File: src/hdl/video_test_pattern_generator_defines.svh
// ----------------------------------------------------------------------------
// Assertion macros for the video test pattern generator
// Shared concurrent assertion forms, clocked on clk_i and held off in reset.
// ----------------------------------------------------------------------------
`ifndef VIDEO_TEST_PATTERN_GENERATOR_DEFINES_SVH
`define VIDEO_TEST_PATTERN_GENERATOR_DEFINES_SVH

// Consequent must hold in the same cycle as the antecedent.
`define VTPG_ASSERT_IMP(lbl, ante, cons, msg) \
  lbl: assert property (@(posedge clk_i) disable iff (!rst_ni) (ante) |-> (cons)) \
    else $error(msg);

// Consequent must hold in the cycle after the antecedent.
`define VTPG_ASSERT_NXT(lbl, ante, cons, msg) \
  lbl: assert property (@(posedge clk_i) disable iff (!rst_ni) (ante) |=> (cons)) \
    else $error(msg);

`endif

File: src/hdl/vtpg_pkg.sv
// ----------------------------------------------------------------------------
// vtpg_pkg
// Types, constants and tables of the video test pattern generator.
// ----------------------------------------------------------------------------
package vtpg_pkg;

  localparam int SCREEN_W = 960;
  localparam int SCREEN_H = 544;

  localparam int COORD_W = 10;
  localparam int FRAME_W = 24;
  localparam int SEL_W   = 5;
  localparam int SPEED_W = 4;
  localparam int CH_W    = 8;
  localparam int CH_MAX  = 2**CH_W - 1;

  localparam int MOT_W = FRAME_W + SPEED_W;
  localparam int DIV_W = MOT_W;

  localparam int APB_ADDR_W  = 3;
  localparam int APB_DATA_W  = 32;
  localparam int REG_SEL_BIT = 2;

  localparam logic REG_PATTERN = 1'b0;
  localparam logic REG_SPEED   = 1'b1;

  localparam logic [SEL_W-1:0]   PATTERN_RESET = '0;
  localparam logic [SPEED_W-1:0] SPEED_RESET   = SPEED_W'(2);

  localparam int BAR_SPAN      = 64;
  localparam int GRAY_STEPS    = 16;
  localparam int INVERT_PERIOD = 60;
  localparam int HUE_SPAN      = 360;
  localparam int HUE_SECTOR    = 60;
  localparam int NUM_BARS      = 8;
  localparam int NUM_SOLID     = 8;
  localparam int CHECK_FINE    = 3;
  localparam int CHECK_COARSE  = 6;

  localparam int COORD_MAX = 2**COORD_W - 1;
  localparam int HSPAN     = SCREEN_W + BAR_SPAN;
  localparam int VSPAN     = SCREEN_H + BAR_SPAN;
  localparam int BAR_H     = SCREEN_H / NUM_BARS;
  localparam int BAR_W     = SCREEN_W / NUM_BARS;
  localparam int GRAY_W    = SCREEN_W / GRAY_STEPS;
  localparam int GRAY_INC  = CH_MAX / (GRAY_STEPS - 1);
  localparam int MIN_SIDE  = (SCREEN_W < SCREEN_H) ? SCREEN_W : SCREEN_H;
  localparam int MAX_SPAN  = (HSPAN > VSPAN) ? HSPAN : VSPAN;

  localparam int RAMP_W     = $clog2((COORD_MAX * CH_MAX) / MIN_SIDE + 1);
  localparam int STEP_W     = $clog2(COORD_MAX / GRAY_W + 1);
  localparam int STEP_IDX_W = $clog2(GRAY_STEPS);
  localparam int POS_W      = $clog2(MAX_SPAN);
  localparam int CMP_W      = ((POS_W > COORD_W) ? POS_W : COORD_W) + 1;
  localparam int HUE_W      = $clog2(HUE_SPAN);
  localparam int HREM_W     = $clog2(HUE_SECTOR + 1);
  localparam int SECT_W     = $clog2(HUE_SPAN / HUE_SECTOR);
  localparam int BAR_IDX_W  = $clog2(NUM_BARS);

  // Divisors and their reciprocals scaled by 2**DIV_W. The estimated
  // quotient is low by at most one, which the divider corrects.
  localparam logic [DIV_W-1:0] DV_HUE  = DIV_W'(HUE_SPAN);
  localparam logic [DIV_W-1:0] DV_HBAR = DIV_W'(HSPAN);
  localparam logic [DIV_W-1:0] DV_VBAR = DIV_W'(VSPAN);
  localparam logic [DIV_W-1:0] DV_RX   = DIV_W'(SCREEN_W);
  localparam logic [DIV_W-1:0] DV_RY   = DIV_W'(SCREEN_H);
  localparam logic [DIV_W-1:0] DV_BARH = DIV_W'(BAR_H);
  localparam logic [DIV_W-1:0] DV_BARV = DIV_W'(BAR_W);
  localparam logic [DIV_W-1:0] DV_GRAY = DIV_W'(GRAY_W);
  localparam logic [DIV_W-1:0] DV_INV  = DIV_W'(INVERT_PERIOD);

  localparam logic [DIV_W-1:0] RC_HUE  = DIV_W'((64'd1 << DIV_W) / HUE_SPAN);
  localparam logic [DIV_W-1:0] RC_HBAR = DIV_W'((64'd1 << DIV_W) / HSPAN);
  localparam logic [DIV_W-1:0] RC_VBAR = DIV_W'((64'd1 << DIV_W) / VSPAN);
  localparam logic [DIV_W-1:0] RC_RX   = DIV_W'((64'd1 << DIV_W) / SCREEN_W);
  localparam logic [DIV_W-1:0] RC_RY   = DIV_W'((64'd1 << DIV_W) / SCREEN_H);
  localparam logic [DIV_W-1:0] RC_BARH = DIV_W'((64'd1 << DIV_W) / BAR_H);
  localparam logic [DIV_W-1:0] RC_BARV = DIV_W'((64'd1 << DIV_W) / BAR_W);
  localparam logic [DIV_W-1:0] RC_GRAY = DIV_W'((64'd1 << DIV_W) / GRAY_W);
  localparam logic [DIV_W-1:0] RC_INV  = DIV_W'((64'd1 << DIV_W) / INVERT_PERIOD);

  localparam logic [SEL_W-1:0] PAT_HGRAD    = SEL_W'(8);
  localparam logic [SEL_W-1:0] PAT_VGRAD    = SEL_W'(9);
  localparam logic [SEL_W-1:0] PAT_CHECK8   = SEL_W'(10);
  localparam logic [SEL_W-1:0] PAT_CHECK64  = SEL_W'(11);
  localparam logic [SEL_W-1:0] PAT_HBARS    = SEL_W'(12);
  localparam logic [SEL_W-1:0] PAT_VBARS    = SEL_W'(13);
  localparam logic [SEL_W-1:0] PAT_MOVE_H   = SEL_W'(14);
  localparam logic [SEL_W-1:0] PAT_MOVE_V   = SEL_W'(15);
  localparam logic [SEL_W-1:0] PAT_HUE      = SEL_W'(16);
  localparam logic [SEL_W-1:0] PAT_INVERT   = SEL_W'(17);
  localparam logic [SEL_W-1:0] PAT_GRAYSTEP = SEL_W'(18);

  typedef logic [CH_W-1:0] vtpg_chan_t;

  typedef struct packed {
    vtpg_chan_t r;
    vtpg_chan_t g;
    vtpg_chan_t b;
  } vtpg_rgb_t;

  typedef struct packed {
    logic [SEL_W-1:0]   pattern;
    logic [SPEED_W-1:0] speed;
  } vtpg_cfg_t;

  typedef struct packed {
    logic [DIV_W-1:0] quot;
    logic [DIV_W-1:0] rem;
  } vtpg_div_t;

  // Per-pixel operands once all divisions are done.
  typedef struct packed {
    logic [COORD_W-1:0]   x;
    logic [COORD_W-1:0]   y;
    logic [HUE_W-1:0]     hue;
    logic [POS_W-1:0]     hpos;
    logic [POS_W-1:0]     vpos;
    logic [RAMP_W-1:0]    ramp_x;
    logic [RAMP_W-1:0]    ramp_y;
    logic [BAR_IDX_W-1:0] bar_h;
    logic [BAR_IDX_W-1:0] bar_v;
    logic [STEP_W-1:0]    step;
    logic                 invert;
  } vtpg_pix_t;

  typedef vtpg_chan_t vtpg_ramp_t [HUE_SECTOR+1];

  localparam vtpg_rgb_t SOLID_RGB [NUM_SOLID] = '{
    '{8'hFF, 8'h00, 8'h00}, '{8'h00, 8'hFF, 8'h00}, '{8'h00, 8'h00, 8'hFF},
    '{8'hFF, 8'hFF, 8'hFF}, '{8'h00, 8'h00, 8'h00}, '{8'h00, 8'hFF, 8'hFF},
    '{8'hFF, 8'h00, 8'hFF}, '{8'hFF, 8'hFF, 8'h00}
  };

  localparam vtpg_rgb_t BAR_RGB [NUM_BARS] = '{
    '{8'hFF, 8'h00, 8'h00}, '{8'h00, 8'hFF, 8'h00}, '{8'h00, 8'h00, 8'hFF},
    '{8'h00, 8'hFF, 8'hFF}, '{8'hFF, 8'h00, 8'hFF}, '{8'hFF, 8'hFF, 8'h00},
    '{8'hFF, 8'hFF, 8'hFF}, '{8'h00, 8'h00, 8'h00}
  };

  // Entry i is floor(255 * i / 60); the falling edge reads entry 60 - i.
  function automatic vtpg_ramp_t make_hue_ramp();
    vtpg_ramp_t tbl;
    for (int i = 0; i <= HUE_SECTOR; i++) begin
      tbl[i] = CH_W'((CH_MAX * i) / HUE_SECTOR);
    end
    return tbl;
  endfunction

  localparam vtpg_ramp_t HUE_RAMP = make_hue_ramp();

  function automatic vtpg_rgb_t to_gray(input vtpg_chan_t lvl);
    vtpg_rgb_t c;
    c.r = lvl;
    c.g = lvl;
    c.b = lvl;
    return c;
  endfunction

endpackage

File: src/hdl/vtpg_cdiv.sv
// ----------------------------------------------------------------------------
// vtpg_cdiv
// Three-stage divider by a constant: reciprocal multiply, quotient back
// multiply and subtract, then a single correction step.
// ----------------------------------------------------------------------------
module vtpg_cdiv (
  input  logic                       clk_i,
  input  logic                       en_i,
  input  logic [vtpg_pkg::DIV_W-1:0] dividend_i,
  input  logic [vtpg_pkg::DIV_W-1:0] divisor_i,
  input  logic [vtpg_pkg::DIV_W-1:0] recip_i,
  output vtpg_pkg::vtpg_div_t        res_o
);
  import vtpg_pkg::*;

  logic [2*DIV_W-1:0] prod_d, prod_q;
  logic [DIV_W-1:0]   num_q;
  logic [DIV_W-1:0]   qest_d, qest_q;
  logic [DIV_W-1:0]   rraw_d, rraw_q;
  vtpg_div_t          res_d, res_q;

  assign prod_d = {{DIV_W{1'b0}}, dividend_i} * {{DIV_W{1'b0}}, recip_i};

  // The estimate is never above the true quotient and at most one below it,
  // so the raw remainder lies below twice the divisor.
  assign qest_d = prod_q[2*DIV_W-1:DIV_W];
  assign rraw_d = num_q - qest_d * divisor_i;

  always_comb begin
    if (rraw_q >= divisor_i) begin
      res_d.quot = qest_q + DIV_W'(1);
      res_d.rem  = rraw_q - divisor_i;
    end else begin
      res_d.quot = qest_q;
      res_d.rem  = rraw_q;
    end
  end

  always_ff @(posedge clk_i) begin
    if (en_i) begin
      prod_q <= prod_d;
      num_q  <= dividend_i;
      qest_q <= qest_d;
      rraw_q <= rraw_d;
      res_q  <= res_d;
    end
  end

  assign res_o = res_q;

endmodule

File: src/hdl/vtpg_cfg.sv
// ----------------------------------------------------------------------------
// vtpg_cfg
// APB register file holding the pattern select and animation speed.
// ----------------------------------------------------------------------------
module vtpg_cfg (
  input  logic                            clk_i,
  input  logic                            rst_ni,
  input  logic                            psel,
  input  logic                            penable,
  input  logic                            pwrite,
  input  logic [vtpg_pkg::APB_ADDR_W-1:0] paddr,
  input  logic [vtpg_pkg::APB_DATA_W-1:0] pwdata,
  output logic [vtpg_pkg::APB_DATA_W-1:0] prdata,
  output logic                            pready,
  output vtpg_pkg::vtpg_cfg_t             cfg_o
);
  import vtpg_pkg::*;

  logic               wr_en;
  logic [SEL_W-1:0]   pattern_d, pattern_q;
  logic [SPEED_W-1:0] speed_d, speed_q;

  assign pready = 1'b1;
  assign wr_en  = psel & penable & pwrite & pready;

  always_comb begin
    pattern_d = pattern_q;
    speed_d   = speed_q;
    if (wr_en) begin
      case (paddr[REG_SEL_BIT])
        REG_PATTERN: pattern_d = pwdata[SEL_W-1:0];
        REG_SPEED:   speed_d   = pwdata[SPEED_W-1:0];
        default: ;
      endcase
    end
  end

  always_comb begin
    case (paddr[REG_SEL_BIT])
      REG_PATTERN: prdata = APB_DATA_W'(pattern_q);
      REG_SPEED:   prdata = APB_DATA_W'(speed_q);
      default:     prdata = '0;
    endcase
  end

  always_ff @(posedge clk_i or negedge rst_ni) begin
    if (!rst_ni) begin
      pattern_q <= PATTERN_RESET;
      speed_q   <= SPEED_RESET;
    end else begin
      pattern_q <= pattern_d;
      speed_q   <= speed_d;
    end
  end

  assign cfg_o.pattern = pattern_q;
  assign cfg_o.speed   = speed_q;

endmodule

File: src/hdl/vtpg_color.sv
// ----------------------------------------------------------------------------
// vtpg_color
// Two-stage color mapper: pattern selection and hue sector split, then the
// hue ramp lookup and the output register.
// ----------------------------------------------------------------------------
module vtpg_color (
  input  logic                clk_i,
  input  logic                en_i,
  input  vtpg_pkg::vtpg_cfg_t cfg_i,
  input  vtpg_pkg::vtpg_pix_t pix_i,
  output vtpg_pkg::vtpg_rgb_t rgb_o
);
  import vtpg_pkg::*;

  vtpg_chan_t             rx_lvl, ry_lvl, step_lvl;
  logic [STEP_IDX_W-1:0]  step_idx;
  logic [CMP_W-1:0]       xe, ye, hpe, vpe;
  logic                   in_hbar, in_vbar;
  logic [HUE_W-1:0]       hue_base;
  logic [SECT_W-1:0]      sector_d, sector_q;
  logic [HREM_W-1:0]      hrem_d, hrem_q;
  logic                   is_hue_d, is_hue_q;
  vtpg_rgb_t              base_d, base_q;
  vtpg_rgb_t              rgb_d, rgb_q;
  vtpg_chan_t             t_up, t_down;

  // Gradients saturate for coordinates past the screen edge.
  assign rx_lvl = (pix_i.ramp_x > RAMP_W'(CH_MAX)) ? '1 : CH_W'(pix_i.ramp_x);
  assign ry_lvl = (pix_i.ramp_y > RAMP_W'(CH_MAX)) ? '1 : CH_W'(pix_i.ramp_y);

  assign step_idx = (pix_i.step > STEP_W'(GRAY_STEPS - 1)) ?
                    STEP_IDX_W'(GRAY_STEPS - 1) : STEP_IDX_W'(pix_i.step);
  assign step_lvl = CH_W'(step_idx * GRAY_INC);

  assign xe  = CMP_W'(pix_i.x);
  assign ye  = CMP_W'(pix_i.y);
  assign hpe = CMP_W'(pix_i.hpos);
  assign vpe = CMP_W'(pix_i.vpos);

  assign in_hbar = (xe + CMP_W'(BAR_SPAN) >= hpe) && (xe < hpe);
  assign in_vbar = (ye + CMP_W'(BAR_SPAN) >= vpe) && (ye < vpe);

  always_comb begin
    sector_d = '0;
    for (int s = 1; s < HUE_SPAN / HUE_SECTOR; s++) begin
      if (pix_i.hue >= HUE_W'(s * HUE_SECTOR)) begin
        sector_d = SECT_W'(s);
      end
    end
    hue_base = HUE_W'(sector_d * HUE_SECTOR);
    hrem_d   = HREM_W'(pix_i.hue - hue_base);
  end

  always_comb begin
    base_d   = '0;
    is_hue_d = 1'b0;
    if (cfg_i.pattern < SEL_W'(NUM_SOLID)) begin
      base_d = SOLID_RGB[cfg_i.pattern[BAR_IDX_W-1:0]];
    end else begin
      case (cfg_i.pattern)
        PAT_HGRAD:    base_d = to_gray(rx_lvl);
        PAT_VGRAD:    base_d = to_gray(ry_lvl);
        PAT_CHECK8:   base_d = to_gray({CH_W{pix_i.x[CHECK_FINE] ^ pix_i.y[CHECK_FINE]}});
        PAT_CHECK64:  base_d = to_gray({CH_W{pix_i.x[CHECK_COARSE] ^
                                             pix_i.y[CHECK_COARSE]}});
        PAT_HBARS:    base_d = BAR_RGB[pix_i.bar_h];
        PAT_VBARS:    base_d = BAR_RGB[pix_i.bar_v];
        PAT_MOVE_H:   base_d = to_gray({CH_W{in_hbar}});
        PAT_MOVE_V:   base_d = to_gray({CH_W{in_vbar}});
        PAT_HUE:      is_hue_d = 1'b1;
        PAT_INVERT:   base_d = to_gray({CH_W{pix_i.invert}});
        PAT_GRAYSTEP: base_d = to_gray(step_lvl);
        default:      base_d = '0;
      endcase
    end
  end

  assign t_up   = HUE_RAMP[hrem_q];
  assign t_down = HUE_RAMP[HREM_W'(HUE_SECTOR) - hrem_q];

  always_comb begin
    rgb_d = base_q;
    if (is_hue_q) begin
      case (sector_q)
        3'd0:    rgb_d = '{8'hFF, t_up, 8'h00};
        3'd1:    rgb_d = '{t_down, 8'hFF, 8'h00};
        3'd2:    rgb_d = '{8'h00, 8'hFF, t_up};
        3'd3:    rgb_d = '{8'h00, t_down, 8'hFF};
        3'd4:    rgb_d = '{t_up, 8'h00, 8'hFF};
        default: rgb_d = '{8'hFF, 8'h00, t_down};
      endcase
    end
  end

  always_ff @(posedge clk_i) begin
    if (en_i) begin
      base_q   <= base_d;
      is_hue_q <= is_hue_d;
      sector_q <= sector_d;
      hrem_q   <= hrem_d;
      rgb_q    <= rgb_d;
    end
  end

  assign rgb_o = rgb_q;

endmodule

File: src/hdl/video_test_pattern_generator.sv
// ----------------------------------------------------------------------------
// video_test_pattern_generator: per-pixel test pattern source, 6-stage pipeline
// One pixel per cycle while the output is not stalled.
// Throughput is set by the pipeline: a held output stalls every stage at once.
// Reset clears the valid bits and loads pattern 0 and speed 2; no clear pass.
// ----------------------------------------------------------------------------
`include "video_test_pattern_generator_defines.svh"

module video_test_pattern_generator (
  input  logic                            clk_i,
  input  logic                            rst_ni,
  input  logic                            in_valid_i,
  output logic                            in_stall_o,
  input  logic [vtpg_pkg::COORD_W-1:0]    pixel_x_i,
  input  logic [vtpg_pkg::COORD_W-1:0]    pixel_y_i,
  input  logic [vtpg_pkg::FRAME_W-1:0]    frame_number_i,
  output logic                            out_valid_o,
  input  logic                            out_stall_i,
  output logic [vtpg_pkg::CH_W-1:0]       red_o,
  output logic [vtpg_pkg::CH_W-1:0]       green_o,
  output logic [vtpg_pkg::CH_W-1:0]       blue_o,
  input  logic                            psel,
  input  logic                            penable,
  input  logic                            pwrite,
  input  logic [vtpg_pkg::APB_ADDR_W-1:0] paddr,
  input  logic [vtpg_pkg::APB_DATA_W-1:0] pwdata,
  output logic [vtpg_pkg::APB_DATA_W-1:0] prdata,
  output logic                            pready
);
  import vtpg_pkg::*;

  localparam int DIV_LAT = 3;
  localparam int PIPE_D  = DIV_LAT + 3;

  vtpg_cfg_t          cfg;
  logic               en;
  logic [PIPE_D-1:0]  vld_q;

  logic [COORD_W-1:0] x1_q, y1_q;
  logic [FRAME_W-1:0] frame1_q;
  logic [MOT_W-1:0]   mot_d, mot1_q;
  logic [DIV_W-1:0]   xs_d, xs1_q, ys_d, ys1_q;
  logic [COORD_W-1:0] x_dly_q [DIV_LAT];
  logic [COORD_W-1:0] y_dly_q [DIV_LAT];

  vtpg_div_t div_hue, div_hbar, div_vbar, div_rx, div_ry;
  vtpg_div_t div_barh, div_barv, div_gray, div_inv;
  vtpg_pix_t pix;
  vtpg_rgb_t rgb;

  logic      motion_rem_ok, coord_rem_ok;

  // The whole pipeline holds while a finished result waits downstream.
  assign in_stall_o  = vld_q[PIPE_D-1] & out_stall_i;
  assign en          = ~in_stall_o;
  assign out_valid_o = vld_q[PIPE_D-1];

  always_ff @(posedge clk_i or negedge rst_ni) begin
    if (!rst_ni) begin
      vld_q <= '0;
    end else if (en) begin
      vld_q <= {vld_q[PIPE_D-2:0], in_valid_i};
    end
  end

  assign mot_d = MOT_W'(frame_number_i) * MOT_W'(cfg.speed);
  assign xs_d  = DIV_W'(pixel_x_i) * DIV_W'(CH_MAX);
  assign ys_d  = DIV_W'(pixel_y_i) * DIV_W'(CH_MAX);

  always_ff @(posedge clk_i) begin
    if (en) begin
      x1_q       <= pixel_x_i;
      y1_q       <= pixel_y_i;
      frame1_q   <= frame_number_i;
      mot1_q     <= mot_d;
      xs1_q      <= xs_d;
      ys1_q      <= ys_d;
      x_dly_q[0] <= x1_q;
      y_dly_q[0] <= y1_q;
      for (int i = 1; i < DIV_LAT; i++) begin
        x_dly_q[i] <= x_dly_q[i-1];
        y_dly_q[i] <= y_dly_q[i-1];
      end
    end
  end

  vtpg_cfg u_cfg (
    .clk_i   (clk_i),
    .rst_ni  (rst_ni),
    .psel    (psel),
    .penable (penable),
    .pwrite  (pwrite),
    .paddr   (paddr),
    .pwdata  (pwdata),
    .prdata  (prdata),
    .pready  (pready),
    .cfg_o   (cfg)
  );

  vtpg_cdiv u_div_hue (
    .clk_i(clk_i), .en_i(en), .dividend_i(mot1_q),
    .divisor_i(DV_HUE), .recip_i(RC_HUE), .res_o(div_hue)
  );

  vtpg_cdiv u_div_hbar (
    .clk_i(clk_i), .en_i(en), .dividend_i(mot1_q),
    .divisor_i(DV_HBAR), .recip_i(RC_HBAR), .res_o(div_hbar)
  );

  vtpg_cdiv u_div_vbar (
    .clk_i(clk_i), .en_i(en), .dividend_i(mot1_q),
    .divisor_i(DV_VBAR), .recip_i(RC_VBAR), .res_o(div_vbar)
  );

  vtpg_cdiv u_div_rx (
    .clk_i(clk_i), .en_i(en), .dividend_i(xs1_q),
    .divisor_i(DV_RX), .recip_i(RC_RX), .res_o(div_rx)
  );

  vtpg_cdiv u_div_ry (
    .clk_i(clk_i), .en_i(en), .dividend_i(ys1_q),
    .divisor_i(DV_RY), .recip_i(RC_RY), .res_o(div_ry)
  );

  vtpg_cdiv u_div_barh (
    .clk_i(clk_i), .en_i(en), .dividend_i(DIV_W'(y1_q)),
    .divisor_i(DV_BARH), .recip_i(RC_BARH), .res_o(div_barh)
  );

  vtpg_cdiv u_div_barv (
    .clk_i(clk_i), .en_i(en), .dividend_i(DIV_W'(x1_q)),
    .divisor_i(DV_BARV), .recip_i(RC_BARV), .res_o(div_barv)
  );

  vtpg_cdiv u_div_gray (
    .clk_i(clk_i), .en_i(en), .dividend_i(DIV_W'(x1_q)),
    .divisor_i(DV_GRAY), .recip_i(RC_GRAY), .res_o(div_gray)
  );

  vtpg_cdiv u_div_inv (
    .clk_i(clk_i), .en_i(en), .dividend_i(DIV_W'(frame1_q)),
    .divisor_i(DV_INV), .recip_i(RC_INV), .res_o(div_inv)
  );

  assign pix.x      = x_dly_q[DIV_LAT-1];
  assign pix.y      = y_dly_q[DIV_LAT-1];
  assign pix.hue    = HUE_W'(div_hue.rem);
  assign pix.hpos   = POS_W'(div_hbar.rem);
  assign pix.vpos   = POS_W'(div_vbar.rem);
  assign pix.ramp_x = RAMP_W'(div_rx.quot);
  assign pix.ramp_y = RAMP_W'(div_ry.quot);
  assign pix.bar_h  = div_barh.quot[BAR_IDX_W-1:0];
  assign pix.bar_v  = div_barv.quot[BAR_IDX_W-1:0];
  assign pix.step   = STEP_W'(div_gray.quot);
  assign pix.invert = div_inv.quot[0];

  vtpg_color u_color (
    .clk_i (clk_i),
    .en_i  (en),
    .cfg_i (cfg),
    .pix_i (pix),
    .rgb_o (rgb)
  );

  assign red_o   = rgb.r;
  assign green_o = rgb.g;
  assign blue_o  = rgb.b;

  assign motion_rem_ok = (div_hue.rem < DV_HUE) && (div_hbar.rem < DV_HBAR) &&
                         (div_vbar.rem < DV_VBAR);
  assign coord_rem_ok  = (div_rx.rem < DV_RX) && (div_barh.rem < DV_BARH) &&
                         (div_gray.rem < DV_GRAY) && (div_inv.rem < DV_INV);

  `VTPG_ASSERT_IMP(a_motion_rem, vld_q[DIV_LAT], motion_rem_ok, "motion remainder out of range")
  `VTPG_ASSERT_IMP(a_coord_rem, vld_q[DIV_LAT], coord_rem_ok, "coordinate remainder out of range")
  `VTPG_ASSERT_NXT(a_stall_keeps, in_stall_o, out_valid_o, "held result lost during stall")
  `VTPG_ASSERT_IMP(a_stall_cause, !out_valid_o, !in_stall_o, "input stalled with empty output")

endmodule
File: config.mk
export PLATFORM = sky130hd
export DESIGN_NAME = video_test_pattern_generator
export DESIGN_NICKNAME = d
export VERILOG_FILES = /design/src/hdl/vtpg_pkg.sv /design/src/hdl/vtpg_cdiv.sv /design/src/hdl/vtpg_cfg.sv /design/src/hdl/vtpg_color.sv /design/src/hdl/video_test_pattern_generator.sv
export VERILOG_INCLUDE_DIRS = /design/src /design/src/hdl
export SDC_FILE = /design/constraint.sdc
export NUM_CORES = 2
export LEC_CHECK = 0
export ABC_CLOCK_PERIOD_IN_PS = 19450
export BUFFER_PORTS_ARGS = -buffer_cell sky130_fd_sc_hd__buf_4
export CAP_MARGIN = 20
export CORE_MARGIN = 8
export CORE_UTILIZATION = 50
export DETAILED_ROUTE_END_ITERATION = 10
export PLACE_DENSITY_LB_ADDON = 0.08
export SLEW_MARGIN = 30
export SYNTH_ARGS = -nofsm -noshare
export SYNTH_HDL_FRONTEND = slang
export SYNTH_SLANG_ARGS = --single-unit
File: constraint.sdc
create_clock -name clk_i -period 19.45 [get_ports clk_i]
set_input_delay 0 -clock clk_i [delete_from_list [all_inputs] [get_ports clk_i]]
set_output_delay 0 -clock clk_i [all_outputs]
set_load 0.02 [all_outputs]
==> run_results.csv <==
group,metric,value,unit
logic_synthesis,synth_seq_cells,651,
grt,first_global_vias,47720,
timing,slew_headroom,31.26,%
setup_path,flop_to_flop_setup_slack,11.99,ns
min_path,hold_path_depth,2,
setup_path,worstPathMaxFanout,11,
timing,grt_setup_unrepaired,"false",
drt,route.detailed.wl_per_inst,17.63,um
min_path,min-delay-start,"frame_number_i[12]",
logic_synthesis,async_flop_share,2.304,%
floorplanning,start_util,50.35,%
placement,gp_congestion,0.8875,
logic_synthesis,synth_edf_count,636,
timing,setup_violations_final,0,
grt,pin_count_of_the_biggest_net_entering_global_routing,179,
logic_synthesis,synth.cell_area,72250,um2
drt,finalWirelength,157600,um
clock_tree,ctsHtreeMaxLevel,3,
timing,timing.final.max_slew_violations,0,
timing,finalHoldViolations,0,
grt,met1_usage,28.07,%
timing,worstMarginPinSlew,1.031,ns
setup_path,timing_worst_setup_path_type,"reg -> reg",
cells_and_area,area_growth_syn_to_layout,8.746,%
flow_run,cap_violations,0,
setup_path,reg2regPathDepth,20,
drt,drt_iter0_markers,2210,
drt,residual_antenna_violating_net_count_after_detailed_routing,0,
grt,number_of_antenna_violations_at_the_first_check_in_global_routing,8,
drt,first_pass_iters,5,
setup_path,regToRegEndpoint,"u_div_vbar.prod_q[44]$_DFFE_PN_",
logic_synthesis,syn_inst,6755,
clock_tree,worstSkewPairLatency,0.70,ns
grt,grt_util_met3,3.611,%
clock_tree,number_of_sinks_on_the_clock_net,651,
placement,numPortBuffers,87,
floorplanning,die_width,396.1,um
cells_and_area,filler_cell_count,12600,
timing,fin_crit_sh,38.34,%
grt,grt_first_pass_wirelength,255500,um
setup_path,start_kind,"flop",
floorplanning,fp.dieArea,156900,um2
drt,route.vias.total,46170,
drt,routed_via_density,5.168,
cells_and_area,layout-drive-gt1-share,4.340,%
cells_and_area,multiInputGateArea,46580,um2
setup_path,crit_required,19.88,ns
clock_tree,tritoncts,"yes",
timing,post-route-min-period,7.458,ns
min_path,hold_path.class,"in -> reg",
setup_path,worstSetupEndpointType,"flop",
outcome,status,"finished, final reports clean",
floorplanning,floorplan.rows,139,
grt,globalRouteOverflowTotal,0,
cells_and_area,seq_area,19480,um2
clock_tree,post-cts-setup-buffer-count,0,
logic_synthesis,synth.yosys.warnings,0,
grt,grt.met2_usage,33.09,%
drt,drt_drc_violations_left,0,
timing,timing.clock.skew,0.06241,ns
placement,place.detailed.hpwl,128600,um
clock_tree,clkTransAtPathRegs,0.07,ns
clock_tree,clock_tree_buf_depth,3,
logic_synthesis,netlist-cell-type-count,86,
floorplanning,num_io_pins,145,
min_path,hold_path_end,"frame1_q[12]$_DFFE_PN_",
clock_tree,cts_root_buffer,"clkbuf_16",
logic_synthesis,synth.avg_cell_area,10.70,um2
logic_synthesis,synth_seq_area_share,26.96,%
setup_path,wp_data_arrival,7.89,ns
grt,grt_usage,20.34,%
floorplanning,floorplan.core_area,143500,um2
floorplanning,die_h,396.1,um
timing,tns,0,ns
cells_and_area,post_layout_nets,9112,
grt,busiest_metal_layer_after_global_routing,"met2",
logic_synthesis,postSynth.topFlopCell,"edfxtp_1",
clock_tree,tritoncts_buffers,79,
timing,max_clock_freq,0.1341,GHz
setup_path,r2r-start,"mot1_q[14]$_DFFE_PN_",
## repair_timing
item / in CTS / in global routing
hold buffers: 60 / 0
endpoints found under the hold margin: 107 / 0
setup endpoints to repair: 0 / 0
gates resized for setup: 0 / 0
## critical path: stages, from the launching register on
cell,delay [ns]
edfxtp_1,0.99
ha_1,0.60
fa_1,0.49
fa_1,0.49
fa_1,0.58
inv_1,0.06
fa_1,0.54
inv_1,0.06
fa_1,0.50
ha_1,0.36
nand2_1,0.10
nor4_1,0.57
o311a_1,0.29
o41ai_1,0.18
nand4_1,0.29
nand3_1,0.17
a21oi_1,0.21
nor2_1,0.11
a211oi_1,0.34
nor2_1,0.10
xnor2_1,0.16
## layout make-up
cell class                      instances  share of cell area [%]
Antenna cell                            5                 0.01593
Clock buffer                           97                   2.667
Clock inverter                         51                  0.7453
Inverter                             1571                   7.505
Multi-Input combinational cell       4478                   59.28
Sequential cell                       651                   24.79
Tap cell                             1903                   3.031
Timing Repair Buffer                  179                   1.960
## metal layers
layer | vias to the layer above | part of all wire (%)
met3 | 225 | 5.4
met1 | 22370 | 46
met5 | - | 0.022
met4 | 6 | 2.6
met2 | 821 | 46
li1 | 22750 | -
## stage by stage
stage / instance area, um2 / setup WS [ns] / std cells / hold WS (ns) / utilization [%]
after global routing: 78560 / 11.67 / 8930 / 0.05991 / 54.75
after CTS: 78510 / 11.90 / 8929 / 0.01593 / 54.72
final: 78570 / 11.99 / 8935 / 0.08403 / 54.76
after detailed placement: 75230 / 12.02 / 8721 / -0.1326 / 52.43
after floorplan: 72350 / 3.263 / 6781 / -0.2956 / -
after global placement: 75210 / 12.05 / 8720 / -0.1375 / 52.42
## logic make-up after synthesis
group           share of synthesized area (%)
other cells                           0.01039
compound gates                          8.132
fa+ha+maj                               43.99
xor+xnor                                4.631
flops                                   26.96
buf+inv                                 8.732
simple gates                            7.021
mux                                    0.5282
## cell usage in the layout, fill, tap and decap left out, types with 21 or more instances in the layout
cell type and instances:
ha_1 1281, nor2_1 237, nand3_1 85, dlygate4sd3_1 60, a211oi_1 35, conb_1 28
clkbuf_16 80, o21a_1 37, xor2_1 174, fa_1 785, nand2_1 288, buf_4 113
nor4_1 29, o21bai_1 32, and2_1 63, edfxtp_1 636, mux2_2 23, xnor2_1 207
nand4_1 39, a21boi_0 25, a21oi_1 275, nand2b_1 45, nor3_1 83, o21ai_0 190
o21ai_1 31, nor2b_1 52, a31oi_1 21, inv_1 1571, and3_1 34, a21o_1 132
## sequential cells by signal, summed over array words and instances (netlist names), 16 cells and up
register           flops
u_div_hue.rraw_q      28
u_div_inv.num_q       20
y_dly_q               19
u_div_barh.rraw_q     16
u_div_inv.rraw_q      26
mot1_q                28
frame1_q              24
u_div_vbar.num_q      28
u_div_ry.rraw_q       23
u_div_vbar.rraw_q     23
u_div_inv.prod_q      21
u_div_barv.rraw_q     17
ys1_q                 17
u_div_gray.rraw_q     17
u_div_vbar.prod_q     19
u_color.rgb_o         24
u_color.base_q        24
xs1_q                 17
x_dly_q               18
u_div_hue.prod_q      20
u_div_rx.rraw_q       22
## worst max-delay path by stage
stage | startpoint | to
after detailed placement | mot1_q[14]$_DFFE_PN_ | u_div_vbar.prod_q[46]$_DFFE_PN_
after global routing | mot1_q[14]$_DFFE_PN_ | u_div_vbar.prod_q[46]$_DFFE_PN_
after CTS | mot1_q[14]$_DFFE_PN_ | u_div_vbar.prod_q[46]$_DFFE_PN_
after global placement | mot1_q[14]$_DFFE_PN_ | u_div_vbar.prod_q[44]$_DFFE_PN_
after floorplan | vld_q[5]$_DFFE_PN0N_ | in_stall_o
final | mot1_q[14]$_DFFE_PN_ | u_div_vbar.prod_q[44]$_DFFE_PN_
## synthesized netlist by cell type, drive strengths merged, types with 7 or more instances
cell	n	area, um2
xnor2	208	1822
nor2b	52	325.3
inv	1571	5897
nor3	84	425.4
o21ai	223	1124
ha	1281	16030
a21o	132	991.0
a31oi	21	131.4
or3	19	118.9
a211oi	39	312.8
o21bai	32	240.2
fa	785	15720
nor2	237	889.6
and2	63	394.1
a211o	8	70.07
o21a	37	277.8
edfxtp	636	19100
mux2i	10	100.1
and3	34	212.7
a31o	7	61.31
o32ai	7	61.31
dfrtp	14	350.3
mux2	23	259.0
a21oi	278	1403
nand4	39	244.0
clkbuf	48	180.2
nand2b	45	281.5
a21boi	30	225.2
o22ai	7	43.79
nand3	85	425.4
nor3b	16	120.1
nand2	289	1085
o311ai	9	78.83
xor2	174	1524
o211ai	16	120.1
or4	11	82.58
buf	33	231.5
nor4	30	193.9
o31ai	11	101.3
a221oi	7	73.82
or2	14	87.58
Power is left out: the tool's default activity adds up to more than one toggle a clock period on the data nets, which glitch-free logic cannot reach.
